--- src/hw/rtl/fd_pkg.sv ---
// Shared constants, codes and controller/datapath types of the frame rate decimator.
package fd_pkg;

  localparam int HISTORY_DEPTH = 32;
  localparam int HIST_IDX_W    = $clog2(HISTORY_DEPTH);
  localparam int VALID_W       = $clog2(HISTORY_DEPTH + 1);
  localparam int TIME_W        = 48;
  localparam int FPS_W         = 10;
  localparam int CREDIT_W      = 11;
  localparam int DIV_W         = 50;
  localparam int SMALL_W       = 11;
  localparam int DIV_CNT_W     = $clog2(DIV_W + 1);
  localparam int CFG_IDX_W     = 3;
  localparam int CFG_DATA_W    = 16;

  typedef enum logic [CFG_IDX_W-1:0] {
    CFG_TARGET     = 3'd0,
    CFG_WINDOW     = 3'd1,
    CFG_RESET_GAP  = 3'd2,
    CFG_CORR_INTVL = 3'd3,
    CFG_MIN_DIV    = 3'd4,
    CFG_OVER_DIV   = 3'd5
  } cfg_idx_e;

  typedef enum logic [3:0] {
    ACT_NONE,
    ACT_LOAD,
    ACT_UPDATE,
    ACT_SCAN,
    ACT_SPAN,
    ACT_EST_VALID,
    ACT_EST_SET,
    ACT_OVER,
    ACT_ABOVE_CLR,
    ACT_BRANCH_B,
    ACT_BELOW_INC,
    ACT_CRED,
    ACT_ABOVE_FIN,
    ACT_OUT
  } act_e;

  typedef enum logic [2:0] {
    DIV_MINF,
    DIV_EST,
    DIV_STEP,
    DIV_CRED,
    DIV_ABOVE
  } div_op_e;

  typedef struct packed {
    act_e    act;
    logic    div_start;
    div_op_e div_op;
  } cmd_t;

  typedef struct packed {
    logic zero;
    logic scan_stop;
    logic est_needed;
    logic rate_above;
    logic branch_a;
    logic above_nz;
    logic below_ge_step;
    logic above_lt_q;
    logic div_busy;
  } sts_t;

  function automatic logic [TIME_W-1:0] abs_diff(input logic [TIME_W-1:0] a,
                                                 input logic [TIME_W-1:0] b);
    return (a >= b) ? (a - b) : (b - a);
  endfunction

endpackage

--- src/hw/rtl/fd_ctrl.sv ---
// Controller: sequences load, history scan, divisions and result hand-off.
module fd_ctrl (
  input  logic         clk_i,
  input  logic         rst_ni,
  input  logic         in_valid_i,
  output logic         in_ready_o,
  output logic         out_valid_o,
  input  logic         out_ready_i,
  input  fd_pkg::sts_t sts_i,
  output fd_pkg::cmd_t cmd_o
);

  typedef enum logic [11:0] {
    S_IDLE    = 12'b0000_0000_0001,
    S_PREP    = 12'b0000_0000_0010,
    S_SCAN    = 12'b0000_0000_0100,
    S_W_MINF  = 12'b0000_0000_1000,
    S_ESTSEL  = 12'b0000_0001_0000,
    S_W_EST   = 12'b0000_0010_0000,
    S_RATE    = 12'b0000_0100_0000,
    S_DECIDE  = 12'b0000_1000_0000,
    S_W_STEP  = 12'b0001_0000_0000,
    S_W_CRED  = 12'b0010_0000_0000,
    S_W_ABOVE = 12'b0100_0000_0000,
    S_DONE    = 12'b1000_0000_0000
  } state_e;

  state_e state_q, state_d;
  logic   ov_q, ov_d;

  always_comb begin
    state_d          = state_q;
    cmd_o.act        = fd_pkg::ACT_NONE;
    cmd_o.div_start  = 1'b0;
    cmd_o.div_op     = fd_pkg::DIV_MINF;
    case (state_q)
      S_IDLE: begin
        if (in_valid_i) begin
          cmd_o.act = fd_pkg::ACT_LOAD;
          state_d   = S_PREP;
        end
      end
      S_PREP: begin
        if (sts_i.zero) begin
          state_d = S_DONE;
        end else begin
          cmd_o.act = fd_pkg::ACT_UPDATE;
          state_d   = S_SCAN;
        end
      end
      S_SCAN: begin
        cmd_o.act = fd_pkg::ACT_SCAN;
        if (sts_i.scan_stop) begin
          cmd_o.div_start = 1'b1;
          cmd_o.div_op    = fd_pkg::DIV_MINF;
          state_d         = S_W_MINF;
        end
      end
      S_W_MINF: begin
        cmd_o.act = fd_pkg::ACT_SPAN;
        if (!sts_i.div_busy) begin
          state_d = S_ESTSEL;
        end
      end
      S_ESTSEL: begin
        cmd_o.act = fd_pkg::ACT_EST_VALID;
        if (sts_i.est_needed) begin
          cmd_o.div_start = 1'b1;
          cmd_o.div_op    = fd_pkg::DIV_EST;
          state_d         = S_W_EST;
        end else begin
          state_d = S_RATE;
        end
      end
      S_W_EST: begin
        if (!sts_i.div_busy) begin
          cmd_o.act = fd_pkg::ACT_EST_SET;
          state_d   = S_RATE;
        end
      end
      S_RATE: begin
        cmd_o.act = fd_pkg::ACT_OVER;
        state_d   = S_DECIDE;
      end
      S_DECIDE: begin
        if (!sts_i.rate_above) begin
          state_d = S_DONE;
        end else if (sts_i.branch_a) begin
          if (sts_i.above_nz) begin
            cmd_o.act = fd_pkg::ACT_ABOVE_CLR;
            state_d   = S_DONE;
          end else begin
            cmd_o.div_start = 1'b1;
            cmd_o.div_op    = fd_pkg::DIV_STEP;
            state_d         = S_W_STEP;
          end
        end else begin
          cmd_o.act       = fd_pkg::ACT_BRANCH_B;
          cmd_o.div_start = 1'b1;
          cmd_o.div_op    = fd_pkg::DIV_ABOVE;
          state_d         = S_W_ABOVE;
        end
      end
      S_W_STEP: begin
        if (!sts_i.div_busy) begin
          if (sts_i.below_ge_step) begin
            cmd_o.div_start = 1'b1;
            cmd_o.div_op    = fd_pkg::DIV_CRED;
            state_d         = S_W_CRED;
          end else begin
            cmd_o.act = fd_pkg::ACT_BELOW_INC;
            state_d   = S_DONE;
          end
        end
      end
      S_W_CRED: begin
        if (!sts_i.div_busy) begin
          cmd_o.act = fd_pkg::ACT_CRED;
          state_d   = S_DONE;
        end
      end
      S_W_ABOVE: begin
        if (!sts_i.div_busy) begin
          cmd_o.act = fd_pkg::ACT_ABOVE_FIN;
          state_d   = S_DONE;
        end
      end
      S_DONE: begin
        if (!ov_q || out_ready_i) begin
          cmd_o.act = fd_pkg::ACT_OUT;
          state_d   = S_IDLE;
        end
      end
      default: state_d = S_IDLE;
    endcase
  end

  always_comb begin
    ov_d = ov_q;
    if (cmd_o.act == fd_pkg::ACT_OUT) begin
      ov_d = 1'b1;
    end else if (out_ready_i) begin
      ov_d = 1'b0;
    end
  end

  always_ff @(posedge clk_i or negedge rst_ni) begin
    if (!rst_ni) begin
      state_q <= S_IDLE;
      ov_q    <= 1'b0;
    end else begin
      state_q <= state_d;
      ov_q    <= ov_d;
    end
  end

  assign in_ready_o  = (state_q == S_IDLE);
  assign out_valid_o = ov_q;

endmodule

--- config.mk ---
export PLATFORM = sky130hd
export DESIGN_NAME = fd_ctrl
export DESIGN_NICKNAME = d
export VERILOG_FILES = /design/src/hw/rtl/fd_pkg.sv /design/src/hw/rtl/fd_ctrl.sv
export SDC_FILE = /design/constraint.sdc
export NUM_CORES = 1
export LEC_CHECK = 0
export BUFFER_PORTS_ARGS = -buffer_cell sky130_fd_sc_hd__buf_2
export CAP_MARGIN = 20
export CORE_MARGIN = 4
export CORE_UTILIZATION = 40
export CTS_BUF_LIST = sky130_fd_sc_hd__clkbuf_2
export CTS_CLUSTER_DIAMETER = 120
export DETAILED_ROUTE_END_ITERATION = 8
export PLACE_DENSITY = 0.63
export SLEW_MARGIN = 10
export SYNTH_ARGS = -nofsm -noshare
export SYNTH_HDL_FRONTEND = slang
export SYNTH_SLANG_ARGS = --single-unit
--- constraint.sdc ---
create_clock -name clk_i -period 2.2 [get_ports clk_i]
set_input_delay 0.22 -clock clk_i [delete_from_list [all_inputs] [get_ports clk_i]]
set_output_delay 0.22 -clock clk_i [all_outputs]
set_load 0.01 [all_outputs]
# --- After elaboration in Yosys (flattened, before gate mapping) ---
# Index checks and enable logic that the tools add are counted.
classes:
  eq_ne: 20
  mux: 33
  n_reduce_logical: 5
ops:
  columns: ["op", "count"]
  rows:
  - ["$mux 12", 12]
  - ["$pmux 12 s11", 1]
  - ["$pmux 4 s12", 1]
  - ["$mux 4", 9]
  - ["$mux 8", 3]
  - ["$pmux 4 s4", 1]
  - ["$ne 2x2->1 const B", 7]
  - ["$eq 12x1->1 const B", 1]
  - ["$eq 12x10->1 const B", 1]
  - ["$eq 12x11->1 const B", 1]
  - ["$eq 12x12->1 const B", 1]
  - ["$eq 12x2->1 const B", 1]
  - ["$eq 12x3->1 const B", 1]
  - ["$eq 12x4->1 const B", 1]
  - ["$eq 12x5->1 const B", 1]
  - ["$eq 12x6->1 const B", 1]
  - ["$eq 12x7->1 const B", 1]
  - ["$eq 12x8->1 const B", 1]
  - ["$eq 12x9->1 const B", 1]
  - ["$mux 7", 1]
  - ["$reduce_and 7->1", 1]
  - ["$eq 4x4->1 const B", 1]
  - ["$mux 1", 3]
  - ["$mux 3", 1]
  - ["5 further kinds", 5]
word_totals:
  ff_bits: 13
  in_bits: 13
  out_inout_bits: 10
  elab_cells: 60

# --- Logic depth before layout (Yosys ltp) ---
# Gate-level depths: netlist of the first run.
logic_depth:
  depth_word: 6
  depth_mapped: 6
  depth_no_buf: 5

# --- Worst setup path before layout of the first run ---
# Ideal clock, no wire load.
synth_path:
  kind: "reg-to-output"
  startpoint: "register state_q[8]"
  endpoint: "output port cmd_o[4] (netlist name)"
  arrival_ns: 1.663
  required_time_ns: 1.980
  path_slack_ns: 0.317
  path_stages_with_launch: 7
  n_path_buf: 1
  path_cell_list: "dfrtp_1 > buf_6 > nor4_4 > nand4_1 > nor2_1 > nor3_1 > o211ai_1"
synth_lines:
  columns: ["item", "line", "rtl"]
  rows:
  - ["from (decl)", "fd_ctrl.sv:28", "state_e state_q, state_d;"]
  - ["from (signal assigned)", "fd_ctrl.sv:152", "state_q <= state_d;"]
  - ["to (decl)", "fd_ctrl.sv:10", "output fd_pkg::cmd_t cmd_o"]

==> results of run 1 <==
## synth_stat cells, drive strengths merged
master | n | area (µm²)
nor4b | 3 | 26.3
nor2b | 3 | 18.8
or4 | 2 | 15.0
xor2 | 2 | 17.5
nand2b | 7 | 43.8
inv | 4 | 15.0
o32ai | 1 | 16.3
o211ai | 3 | 27.5
a21oi | 5 | 25.0
dfstp | 1 | 26.3
nand3 | 6 | 30.0
nand4 | 4 | 25.0
a21o | 1 | 7.51
nor4 | 5 | 82.6
nor2 | 14 | 52.6
o31ai | 1 | 7.51
a211o | 2 | 18.8
or3 | 1 | 6.26
dfrtp | 12 | 300
xnor2 | 1 | 8.76
o22ai | 2 | 12.5
nand4b | 1 | 8.76
nor3 | 7 | 35.0
o21ai | 7 | 35.0
a211oi | 1 | 7.51
a221oi | 1 | 8.76
nand3b | 1 | 7.51
buf | 6 | 36.3
nor3b | 3 | 22.5
o2111ai | 1 | 8.76
a31oi | 1 | 6.26
nand2 | 17 | 66.3
## where the power goes
part           internal (µW)  switching, µW  total [µW]  leakage, µW
Sequential               279           61.7         340     0.000167
Combinational            221            274         495     0.000452
Clock                   48.2           85.2         133    0.0000166
Total                    548            421         968     0.000636
## through the flow
step	instances	power, µW	setup WS, ps
6_report	192	968	42.0
5_1_grt	192	1030	-98.8
4_1_cts	186	882	16.5
3_5_place_dp	179	732	215
3_3_place_gp	179	729	213
2_1_floorplan	126	591	317
## cell families after synthesis
group           after synthesis  synth area share
buf+inv                      10            0.0500
flops                        13             0.318
compound gates               26             0.177
simple gates                 74             0.429
xor+xnor                      3            0.0256
## path summary, 6_finish.rpt
kind                                           end               startpoint
min in group asynchronous   state_q[6]$_DFFE_PN0P_                   rst_ni
setup / recovery                          cmd_o[7]   state_q[3]$_DFFE_PN0P_
hold reg to reg            out_valid_o$_DFFE_PN0P_  out_valid_o$_DFFE_PN0P_
max in group asynchronous   state_q[0]$_DFFE_PN1P_                   rst_ni
setup reg to reg            state_q[9]$_DFFE_PN0P_   state_q[0]$_DFFE_PN1P_
hold / removal              state_q[0]$_DFFE_PN1P_               in_valid_i
## cell type report
class                      count  area share
clock buffer                   4      0.0147
inverter                       4      0.0110
multi-input combinational    103       0.522
sequential                    13       0.245
tap                           30      0.0275
timing repair buffer          38       0.180
## state kept, by name (all words and copies together) (netlist names)
register     flops
state_q         12
out_valid_o      1
## metal layers
layer	vias to the layer above	global-route usage	routed length (µm)
met3	8	0.0197	106
li1	536	-	-
met1	521	0.236	1250
met4	0	0.0712	79
met2	30	0.282	1510
met5	-	0	0
## timing repair
item                       4_1_cts  5_1_grt
setup endpoints to repair        7        8
buffers inserted                 2        6
hold buffers                     1        0
pin swaps                        3        9
gates resized for setup          6       17
hold endpoints to repair        12        0
==> impl_metrics.yaml, run 1 <==
route:
  drc: 0
  wire_per_inst_um: 15.3
  drt_wl_total_mm: 2.94
  via_per_inst: 5.70
  first_iter_violations: 48
  firstDrtPassIters: 4
  num_vias: 1095
  drtAntennaViolNets: 0
sta:
  finalCritPeriodShare: 0.981
  final-hold-violation-count: 0
  skew_ps: 3.51
  worst_pin_slew_ps: 557
  tns_ps: 0
  slew-limit-headroom: 0.626
  fmax_mhz: 463
  holdWs_ps: 111
  setup_violations: 0
  grt_setup_unrepaired: "true"
  final-max-slew-violation-count: 0
  min_period_ps: 2160
placed_design:
  hpwlAfterDp_mm: 2.13
  gp_congestion: 0.848
  placed_cell_area_um2: 1190
  placement.io_buffers: 21
die:
  rows: 18
  initial_core_util: 0.418
  die_h_um: 58.6
  ios: 23
  die-area_um2: 3440
  fp.dieW_um: 58.6
  core_area_um2: 2450
power_and_ir_drop:
  power.density_nw_per_um2: 711
  ir_drop_mv: 0.604
  p_leak_uw: 0.000636
finish:
  final_area_um2: 1360
  drive_above_1_share: 0.426
  layout_commonest_cell: "buf_2"
  fillCellCount: 236
  syn2layout_area_growth_pct: 32.8
  final_util: 0.555
  multi_input_area_um2: 711
  diodes: 0
  register_area_um2: 334
  final_nets: 176
  mostFrequentLayoutCells: "buf_2, buf_4, nand2_1, nor2_1"
synthesis:
  ys_warn_count: 0
  syn_inst: 126
  ys_ff_latch: 13
  synth_area_per_cell_um2: 8.14
  synth_area_um2: 1030
  seq_area_frac_synth: 0.318
  ys_types: 38
  syn_nets: 139
setup_path:
  cpPeakStageDelay_ps: 470
  worst_r2r_path_depth: 7
  crit_chain: "nor4_4 -> buf_4 -> nand3b_1 -> nor2_2 -> a31oi_2 -> o211ai_1 -> buf_2"
  worst_ep_arrival_time_ps: 1940
  endpoint_kind: "primary output"
  crit_type: "reg -> out"
  worst-path-buf-inv: 2
  worstSetupStartpointType: "register"
  crit_family: "simple AND/OR/NAND/NOR gates"
  crit_cells: 7
  r2r_slack_ps: 160
  cp_max_fo: 6
  critPathRequiredTime_ps: 1980
  cp_slowest_cell: "dfrtp_2"
cts:
  cts_inserted_buffers: 3
  clk_latency_ps: 280
  clkSlewWorstSetupHoldPaths_ps: 130
  cts_htree_levels: 1
  cts_tree: "yes"
  cts_sinks: 13
  root_buffer: "clkbuf_2"
  cts_buffer_depth: 2
global_route:
  antenna_found_initial: 0
  grt_max_degree: 14
  track_usage: 0.174
  grt_pass1_vias: 952
  grt_pass1_wl_mm: 4.52
  grt_overflow: 0
flow_run:
  max-cap-violations: 0
worst_hold_path:
  hold_class: "in -> reg"
  hold_path_depth: 2
status:
  status: "completed"
(Power assumes the default switching activity.)
==> run 2, diff against run 1 <==
clock period = 2.7 ns   (was 2.2 ns; I/O delays follow)
==> impl_metrics.yaml, run 2 (same netlist as run 1, synthesis figures left out) <==
global_route:
  grt_pass1_vias: 1005
  grt_overflow: 0
  track_usage: 0.166
  grt_max_degree: 14
  antenna_found_initial: 0
  grt_pass1_wl_mm: 4.31
power_and_ir_drop:
  p_seq_frac: 0.384
  p_sw_uw: 302
  clkPwrFrac: 0.157
  p_comb_frac: 0.459
  internal-power_uw: 398
  ir_drop_mv: 0.435
  switching_share: 0.431
  p_leak_uw: 0.000560
  power.density_nw_per_um2: 594
route:
  wire_per_inst_um: 14.7
  firstDrtPassIters: 4
  drc: 0
  first_iter_violations: 39
  drtAntennaViolNets: 0
  num_vias: 1054
  drt_wl_total_mm: 2.62
  via_per_inst: 5.92
setup_path:
  crit_chain: "nor4_4 -> nand4_1 -> nor2b_1 -> a31oi_1 -> o211ai_1 -> buf_2"
  r2r_slack_ps: 720
  crit_family: "simple AND/OR/NAND/NOR gates"
  worstSetupStartpointType: "register"
  r2r_start: "state_q[5]$_DFFE_PN0P_"
  rr_endpoint: "state_q[3]$_DFFE_PN0P_"
  crit_type: "reg -> out"
  cp_max_fo: 8
  cpPeakStageDelay_ps: 540
  critPathRequiredTime_ps: 2430
  worst-path-buf-inv: 1
  worst_ep_arrival_time_ps: 2180
  worst_r2r_path_depth: 5
  cp_slowest_cell: "nor4_4"
  endpoint_kind: "primary output"
finish:
  fin_cells: 178
  multi_input_area_um2: 648
  max_flop_register: "state_q"
  register_area_um2: 327
  mostFrequentLayoutCells: "buf_2, nand2_1, nor2_1, dfrtp_1"
  diodes: 0
  drive_above_1_share: 0.243
  final_area_um2: 1180
  largest_reg_flops: 12
  final_nets: 162
  syn2layout_area_growth_pct: 14.8
  layout_commonest_cell: "buf_2"
  fillCellCount: 248
cts:
  cts_inserted_buffers: 3
  cts_tree: "yes"
  cts_htree_levels: 1
  hold_buffers: 1
  postCtsSetupBuffers: 0
  root_buffer: "clkbuf_2"
  cts_buffer_depth: 2
  clkSlewWorstSetupHoldPaths_ps: 150
  clk_latency_ps: 280
  cts_resized: 0
  cts_sinks: 13
die:
  initial_core_util: 0.418
  fp.dieW_um: 58.6
  core_area_um2: 2450
  die_h_um: 58.6
  die-area_um2: 3440
  ios: 23
  rows: 18
sta:
  fmax_mhz: 407
  final-max-slew-violation-count: 0
  min_period_ps: 2450
  grt_setup_unrepaired: "false"
  setup_violations: 0
  final-hold-violation-count: 0
  skew_ps: 16.0
  layout_setup_ws_ps: 245
  finalCritPeriodShare: 0.909
  holdWs_ps: 169
  worst_pin_slew_ps: 572
  tns_ps: 0
  slew-limit-headroom: 0.616
placed_design:
  placed_cell_area_um2: 1150
  placement.io_buffers: 21
  placedCellCount: 173
  hpwlAfterDp_mm: 2.06
  post-place-ws_ps: 584
  gp_congestion: 0.871
worst_hold_path:
  hold_class: "in -> reg"
  worst_hold_path.endpoint: "state_q[0]$_DFFE_PN1P_"
  hold_path_depth: 2
  min_from: "in_valid_i"
flow_run:
  max-cap-violations: 0
status:
  status: "completed"
==> run 2: cell types whose count changed in the layout (fill, tap and decap cells not counted), sizes merged <==
cell	previous run	this run
buf	37	23
==> run 2: stage by stage <==
step | utilization | total power [µW]
finish | 0.480 | 699
global placement | 0.467 | 591
CTS | 0.480 | 707
floorplan | - | 481
detailed placement | 0.467 | 593
global route | 0.480 | 759
==> run 2: cell type report <==
| class | count | area share |
|---|---|---|
| multi-input combinational | 103 | 0.550 |
| inverter | 4 | 0.0128 |
| timing repair buffer | 24 | 0.111 |
| tap | 30 | 0.0319 |
| clock buffer | 4 | 0.0170 |
| sequential | 13 | 0.277 |
==> run 2: worst max path at each step <==
stage,from,endpoint,slack (ps),cells after the start
finish,state_q[5]$_DFFE_PN0P_,cmd_o[7],250,6
global route,state_q[6]$_DFFE_PN0P_,cmd_o[7],40,6
CTS,state_q[10]$_DFFE_PN0P_,cmd_o[5],240,7
detailed placement,state_q[10]$_DFFE_PN0P_,cmd_o[5],580,7
global placement,state_q[5]$_DFFE_PN0P_,cmd_o[7],590,6
floorplan,state_q[8]$_DFFE_PN0P_,cmd_o[4],770,6
==> run 2: power groups by stage <==
stage	registers, µW	clock network [µW]	logic [µW]
2_1_floorplan	261	0	220
3_3_place_gp	268	0	323
3_5_place_dp	270	0	324
4_1_cts	268	113	326
5_1_grt	274	121	364
6_report	268	110	321
==> run 2: metal layers <==
metal	share of wire	up-vias	global-route usage
met5	0	-	0
met4	0.025	0	0.107
met3	0.039	8	0.0263
met2	0.50	38	0.270
met1	0.44	503	0.205
li1	-	505	-
==> run 2: worst register-to-register path, stage by stage (launching register included) <==
cell and delay (ps):
dfrtp_1 500, nor4_4 540, nand3b_1 220, o211ai_2 270, a211oi_1 180, o21ai_0 180
==> run 3, diff against run 2 <==
CTS_BUF_LIST = sky130_fd_sc_hd__clkbuf_16   (was sky130_fd_sc_hd__clkbuf_2)
MAX_ROUTING_LAYER = met4   (was default)
==> impl_metrics.yaml, run 3 (same netlist as run 1, synthesis figures left out) <==
placed_design:
  hpwlAfterDp_mm: 2.08
  gp_congestion: 0.857
  placedCellCount: 173
  placed_cell_area_um2: 1150
  placement.io_buffers: 21
finish:
  syn2layout_area_growth_pct: 20.5
  final_nets: 162
  diodes: 0
  max_flop_register: "state_q"
  fillCellCount: 241
  final_util: 0.504
  drive_above_1_share: 0.236
  layout_commonest_cell: "buf_2"
  mostFrequentLayoutCells: "buf_2, nand2_1, nor2_1, dfrtp_1"
  final_area_um2: 1240
  largest_reg_flops: 12
  fin_cells: 178
worst_hold_path:
  min_from: "in_valid_i"
  hold_path_depth: 2
  hold_class: "in -> reg"
  worst_hold_path.endpoint: "state_q[0]$_DFFE_PN1P_"
setup_path:
  r2r_start: "state_q[10]$_DFFE_PN0P_"
  critPathRequiredTime_ps: 2430
  endpoint_kind: "primary output"
  cp_slowest_cell: "nor4_4"
  worst_r2r_path_depth: 6
  worstSetupStartpointType: "register"
  r2r_slack_ps: 710
  rr_endpoint: "state_q[9]$_DFFE_PN0P_"
  crit_type: "reg -> out"
  cp_max_fo: 8
  crit_chain: "nor4_4 -> nand4_1 -> nor2b_1 -> a31oi_1 -> o211ai_1 -> buf_2"
  worst_ep_arrival_time_ps: 2130
  cpPeakStageDelay_ps: 530
power_and_ir_drop:
  power.density_nw_per_um2: 706
  clkPwrFrac: 0.321
  p_leak_uw: 0.000585
  p_seq_frac: 0.309
  p_comb_frac: 0.371
  switching_share: 0.364
  p_sw_uw: 318
  internal-power_uw: 555
  ir_drop_mv: 0.421
cts:
  cts_resized: 0
  cts_buffer_depth: 2
  cts_inserted_buffers: 3
  cts_tree: "yes"
  clkSlewWorstSetupHoldPaths_ps: 50
  postCtsSetupBuffers: 0
  clk_latency_ps: 240
  cts_htree_levels: 1
  cts_sinks: 13
  root_buffer: "clkbuf_16"
die:
  fp.dieW_um: 58.6
  die_h_um: 58.6
  die-area_um2: 3440
  core_area_um2: 2450
  initial_core_util: 0.418
  rows: 18
  ios: 23
global_route:
  grt_max_degree: 14
  track_usage: 0.172
  gr-max-usage-layer: "met2"
  antenna_found_initial: 0
  grt_pass1_vias: 969
  grt_overflow: 0
  grt_pass1_wl_mm: 4.36
  met2_usage: 0.270
  use_met1: 0.221
  use_met3: 0.0263
sta:
  grt_setup_unrepaired: "false"
  tns_ps: 0
  slew-limit-headroom: 0.605
  min_period_ps: 2400
  holdWs_ps: 218
  skew_ps: 1.28
  setup_violations: 0
  final-max-slew-violation-count: 0
  fmax_mhz: 417
  final-hold-violation-count: 0
  worst_pin_slew_ps: 589
  finalCritPeriodShare: 0.889
status:
  status: "completed"
route:
  drt_wl_total_mm: 2.69
  num_vias: 1026
  drc: 0
  via_per_inst: 5.76
  first_iter_violations: 35
  wire_per_inst_um: 15.1
  firstDrtPassIters: 4
  drtAntennaViolNets: 0
flow_run:
  max-cap-violations: 0
## run 3: power groups by stage
stage / Clock (µW) / Sequential (µW) / Combinational, µW
after floorplan: 0 / 261 / 220
after global placement: 0 / 269 / 322
after detailed placement: 0 / 271 / 323
after CTS: 282 / 268 / 325
after global routing: 293 / 275 / 362
final: 280 / 269 / 324
## run 3: what timing repair did
item | 4_1_cts | 5_1_grt
hold buffers | 1 | 0
setup endpoints to repair | 0 | 0
hold endpoints to repair | 12 | 0
## run 3: cell type report
| type | count | area (µm²) | share of cell area |
|---|---|---|---|
| Clock buffer | 3 | 75.1 | 0.0607 |
| Inverter | 4 | 15.0 | 0.0121 |
| Clock inverter | 1 | 3.75 | 0.00304 |
| Multi-Input combinational cell | 103 | 648 | 0.524 |
| Timing Repair Buffer | 24 | 130 | 0.105 |
| Tap cell | 30 | 37.5 | 0.0304 |
| Sequential cell | 13 | 327 | 0.264 |
## run 3: worst max-delay path by stage
stage,startpoint,cells past startpoint,endpoint
after floorplan,state_q[8]$_DFFE_PN0P_,6,cmd_o[4]
after global placement,state_q[5]$_DFFE_PN0P_,6,cmd_o[7]
after detailed placement,state_q[5]$_DFFE_PN0P_,6,cmd_o[7]
after CTS,state_q[5]$_DFFE_PN0P_,6,cmd_o[7]
after global routing,state_q[5]$_DFFE_PN0P_,6,cmd_o[7]
final,state_q[5]$_DFFE_PN0P_,6,cmd_o[7]
## run 3: through the flow
step	total power [µW]	setup WS, ps
2_1_floorplan	481	767
3_3_place_gp	591	589
3_5_place_dp	594	563
4_1_cts	875	302
5_1_grt	929	113
6_report	873	300
## run 3: metal layers
layer / vias to the layer above / routed length (µm)
li1: 507 / -
met2: 26 / 1370
met5: - / 0
met4: 0 / 39
met1: 489 / 1150
met3: 4 / 127
## run 3: critical path, delay by kind of cell (launching register included)
| kind | cells | cell delay, ps |
|---|---|---|
| AND/OR/NAND/NOR | 3 | 1070 |
| flip-flops | 1 | 470 |
| buffers and inverters | 1 | 150 |
| AO/OA/AOI/OAI | 2 | 190 |
